===== src/hw/rtl/arbi_div_pipe.sv =====
`timescale 1ns / 1ps
module arbi_div_pipe #(
   parameter int DW = 32,
   parameter int VW = 28,
   parameter int SW = 1
) (
   input  logic          clock,
   input  logic          reset,
   input  logic          en,
   input  logic          in_valid,
   input  logic [DW-1:0] in_num,
   input  logic [SW-1:0] in_side,
   input  logic [VW-1:0] divisor,
   output logic          out_valid,
   output logic [DW-1:0] out_quo,
   output logic [VW-1:0] out_rem,
   output logic [SW-1:0] out_side
);

   logic [DW-1:0] valid_ff, valid_in;
   logic [DW-1:0] num_ff  [DW];
   logic [DW-1:0] num_in  [DW];
   logic [VW-1:0] rem_ff  [DW];
   logic [VW-1:0] rem_in  [DW];
   logic [SW-1:0] side_ff [DW];
   logic [SW-1:0] side_in [DW];

   // one quotient bit per stage, restoring form
   for (genvar s = 0; s < DW; s++) begin : g_stage
      logic [DW-1:0] num_prev;
      logic [VW-1:0] rem_prev;
      logic [VW:0]   trial;
      logic [VW:0]   diff;
      logic          ge;

      if (s == 0) begin : g_first
         assign num_prev    = in_num;
         assign rem_prev    = '0;
         assign valid_in[s] = in_valid;
         assign side_in[s]  = in_side;
      end else begin : g_next
         assign num_prev    = num_ff[s-1];
         assign rem_prev    = rem_ff[s-1];
         assign valid_in[s] = valid_ff[s-1];
         assign side_in[s]  = side_ff[s-1];
      end

      assign trial     = {rem_prev, num_prev[DW-1]};
      assign diff      = trial - {1'b0, divisor};
      assign ge        = trial >= {1'b0, divisor};
      assign rem_in[s] = ge ? diff[VW-1:0] : trial[VW-1:0];
      assign num_in[s] = {num_prev[DW-2:0], ge};

      always_ff @(posedge clock) begin
         if (en) begin
            num_ff[s]  <= num_in[s];
            rem_ff[s]  <= rem_in[s];
            side_ff[s] <= side_in[s];
         end
      end
   end

   always_ff @(posedge clock) begin
      if (reset) begin
         valid_ff <= '0;
      end else if (en) begin
         valid_ff <= valid_in;
      end
   end

   assign out_valid = valid_ff[DW-1];
   assign out_quo   = num_ff[DW-1];
   assign out_rem   = rem_ff[DW-1];
   assign out_side  = side_ff[DW-1];

endmodule


===== config.mk =====
export PLATFORM = sky130hd
export DESIGN_NAME = arbi_div_pipe
export DESIGN_NICKNAME = d
export VERILOG_FILES = /design/src/hw/rtl/arbi_div_pipe.sv
export SDC_FILE = /design/constraint.sdc
export NUM_CORES = 2
export LEC_CHECK = 0
export BUFFER_PORTS_ARGS = -buffer_cell sky130_fd_sc_hd__buf_2
export CORE_MARGIN = 2
export CORE_UTILIZATION = 55
export CTS_CLUSTER_DIAMETER = 200
export DETAILED_ROUTE_END_ITERATION = 10
export PLACE_DENSITY_LB_ADDON = 0.25
export SLEW_MARGIN = 10
export SYNTH_ARGS = -nofsm -noshare
export SYNTH_HDL_FRONTEND = slang
export SYNTH_SLANG_ARGS = --single-unit

===== constraint.sdc =====
create_clock -name clock -period 5.98 [get_ports clock]
set_input_delay 0.598 -clock clock [delete_from_list [all_inputs] [get_ports clock]]
set_output_delay 0.598 -clock clock [all_outputs]
set_load 0.02 [all_outputs]

# --- After elaboration in Yosys (flattened, before gate mapping) ---
# Memory sizes are Yosys's and may differ from the RTL's.
# Index checks and enable logic that the tools add are counted.
classes:
  div: 0
  shift: 0
  n_mul: 0
  n_lt_le_gt_ge: 32
  muxes: 34
  n_eq_ne: 0
  addsub: 32
  reduce_logical: 0
  n_bitwise: 0
ops:
  columns: ["cell", "n"]
  rows:
  - ["29-bit by 28-bit >= comparator with 1-bit output", 31]
  - ["28-bit 2-to-1 mux", 32]
  - ["28-bit subtractor", 31]
  - ["1-bit by 28-bit >= comparator with 1-bit output", 1]
  - ["1-bit by 28-bit subtractor with 28-bit output", 1]
  - ["1-bit 2-to-1 mux", 2]
totals:
  output_inout_bits: 62
  regBits: 32
  latch_bits: 0
  ram_bits: 1952
  mem_bits_ro: 0
  memories: 3
  word_cells: 102
memory_table:
  columns: ["name", "depth", "word_bits", "read_ports", "rd_clocked_by_memory_dff", "wr", "line", "text"]
  rows:
  - ["num_ff", 32, 32, 32, 0, 32, "21", "logic [DW-1:0] num_ff [DW];"]
  - ["rem_ff", 32, 28, 32, 0, 32, "23", "logic [VW-1:0] rem_ff [DW];"]
  - ["side_ff", 32, 1, 32, 0, 32, "25", "logic [SW-1:0] side_ff [DW];"]

# --- Logic depth before layout (Yosys ltp) ---
# An unclocked memory read counts as a cell.
depth:
  depth_word: 3
  depth_mapped: 16
  ltp_nobuf: 14

# --- Least setup slack after synthesis ---
# OpenSTA, ideal clock, no wires.
synth_timing:
  path_kind: "input to register"
  startpoint: "input divisor[1]"
  endpoint: "memory rem_ff[19][25] (data pin)"
  path_slack_ns: 1.649
  n_path_buf: 2
  setup_ns: 0.262
  arrival_ns: 4.069
  stages: 15
  path_cell_list: "inv_1 ha_1 nor2b_1 o31a_1 o31ai_4 a21oi_2 o41a_1 a21o_1 nor3_2 o31ai_1 o21bai_1 a31oi_1 buf_4 buf_6 mux2_1"
synth_rtl:
  columns: ["item", "line", "text"]
  rows:
  - ["from (decl)", "13", "input logic [VW-1:0] divisor,"]
  - ["to (decl)", "23", null]

==> metrics <==
dpl ws=0.847 ns; Syn Inst Count=9329; Top FF cell, synth=edfxtp_1; first-pass GRT wire length=413000 um; ANT nets after route=0; PortBufs=126; layout cell share with drive strength beyond 1=11.0%; CTS sink cnt=1984; number of remaining DRC errors=0; CP startpoint kind=register; GRT Util Overall=25.9%; count leader, synth=edfxtp_1; CP most frequent cell=o31a_1; Clock Path Buffers=3; syn_nets=10295; cell family with most CP delay=compound AO/OA/AOI/OAI gates; sequential area share after synthesis=53.6%; routability cong.=0.966; number of enable flip-flop cells after synthesis=1952; vias post-DR=75701; clk_lat worst skew=0.88 ns; CTS tree=yes; area leader, netlist=edfxtp_1; post-CTS setup buffer count=0; HP Class=in -> reg; drt wl/cell=21.6 um; die area=0.205 mm2; status=complete, no violations; Initial DRT Pass Iterations=6; Pwr Density=574 mW/mm2; Final HPWL DP=192000 um; core area=0.200 mm2; #FFs+latches synth=1984; final hold slack=0.155 ns; relative slew slack=26.5%; max capacitance violation total=0; critical path class=reg -> reg; CTS root buf=clkbuf_16; Ys Warns=0; Synth area leaders=edfxtp_1 (53%), ha_1 (9.8%), a21oi_1 (3.6%), xnor2_1 (3.2%), mux2_2 (3.1%); number of global-route vias before repair=72752; Final period util=74.2%; Peak VDD IR=0.423 mV; Final WS setup=1.54 ns; Worst EP required=6.54 ns; Synth cell types=100; skew final=0.0650 ns; Worst setup EP type=register; Hold Vio Cnt, Final=0; # setup viols final=0; Power Total=70.7 mW; antenna violations before repair=16; drt via density=6.06; I/O Pins=127; setup_tns=0 ns; cell chain of the critical path=ha_1, o21a_1, o31a_1, o31a_1, a311o_1, a31oi_1, o21ai_1, o2111ai_2, o2bb2ai_2, o211ai_4, buf_4, mux2_4; Crit path arrival time=5.00 ns; Post-synth ARST share=0%; Critical-path top delay cell=o211ai_4; Lkg Pwr=48.5 nW; worst-margin pin slew=1.10 ns; synthesized cell area=0.111 mm2; chip width=452 um; routed wire length=271000 um; Inst Count DP=12074; Worst-path clk slew=0.06 ns; Mean Syn Cell Area=11.9 um2; RSZ-0062 raised after global routing=false; Iter 0 DRT Violations=7180; Placed Area=0.115 mm2; Final Net Count=10628; synth-to-layout area growth=11.4%; max-slew violations=0; CP max FO=38; Die H=452 um; Initial Utilization=55.3%; GRT overflow=0; Reg2Reg Setup Slack=1.54 ns; top cells by count, synth=edfxtp_1 (1952), ha_1 (870), a21oi_1 (791); largest net degree at the start of global routing=196; crit-path max cell delay=0.86 ns; Final Cell Area=0.123 mm2; CTS HTree Levels=4; fin cells=12501; Bufs and invs on worst path=1; highest achievable clock rate=0.225 GHz; min cycle time layout=4.44 ns; TritonCTS buffer count=209; Synth top area share=53.0%; fin util=61.6%; Rows=164
-- kinds of logic (layout without fill, tap and decap cells) --
family	after synthesis	after routing	synth area share, %
AOI/OAI and AO/OA	2650	2650	15.2
xor gates and xnor gates	706	706	5.59
adders and majority gates	901	901	10.4
buffers and inverters	498	1011	1.82
DFF	1984	1984	53.6
muxes	394	394	4.00
other	0	3	0
and+or+nand+nor	2196	2196	9.43
-- worst paths after layout --
kind / startpoint / depth (start not counted) / to
worst min register to register: num_ff[1][15] / 0 / num_ff[2][16]
worst max-delay path: rem_ff[29][1] / 12 / rem_ff[30][20]
worst max register to register: rem_ff[29][1] / 12 / rem_ff[30][20]
worst min-delay path: in_num[31] / 3 / rem_ff[0][0]
-- report_power, final --
part	switching (mW)	internal (mW)	total [mW]
sequential	2.73	21.2	24.0
clock	5.59	8.17	13.8
combinational	18.3	14.6	32.9
total	26.6	44.1	70.7
-- tightest hold or removal path, cell delays in order --
cell and delay (ns):
buf_2 0.11, nor2_1 0.05, a21oi_1 0.13
-- flip-flops by register name, indices dropped and copies added (netlist names) --
| name | count |
|---|---|
| side_ff | 32 |
| rem_ff | 896 |
| valid_ff | 32 |
| num_ff | 1024 |
-- layer usage --
layer / wire (um) / track usage [%]
met2: 121000 / 40.3
met1: 118000 / 36.0
met5: 23 / 0
met3: 18900 / 4.11
met4: 12900 / 11.8
-- cell usage in the layout, fill, tap and decap left out, types with 37 or more instances in the layout --
cell type,synthesis,routed
o31ai_1,60,60
nand2_1,675,675
o21ai_0,641,640
a21o_1,419,419
nor3_1,125,125
xor2_1,305,305
mux2i_1,70,70
mux2_2,303,303
a211oi_1,68,67
nor2b_1,137,137
bufinv_16,0,37
o21a_1,105,105
ha_1,870,870
inv_1,289,262
nor2_1,594,594
xnor2_1,401,401
edfxtp_1,1952,1952
and3_1,76,76
and2_1,41,41
o21bai_1,90,89
nand3_1,129,129
or2_2,43,43
nand2b_1,108,108
a211o_1,39,39
clkbuf_1,131,48
a31oi_1,77,76
nand4_1,121,121
buf_4,8,139
clkbuf_16,0,210
a21oi_1,791,789
buf_2,43,124
-- layout make-up --
cell class              count  area [um2]
diodes                      3        7.51
clock buffers             263        5500
clock inverters           128        1890
fillers                 15564       76700
inverters                 291        1090
multi-input cells        6847       49400
flip-flops and latches   1984       59300
well taps                2656        3320
repair buffers            329        2660
-- repair_timing --
| action | in CTS | in global routing |
|---|---|---|
| gates resized for setup | 0 | 0 |
| hold buffers | 33 | 0 |
| endpoints found under the hold margin | 33 | 0 |
Note: power is estimated with default switching activity, not from simulation.
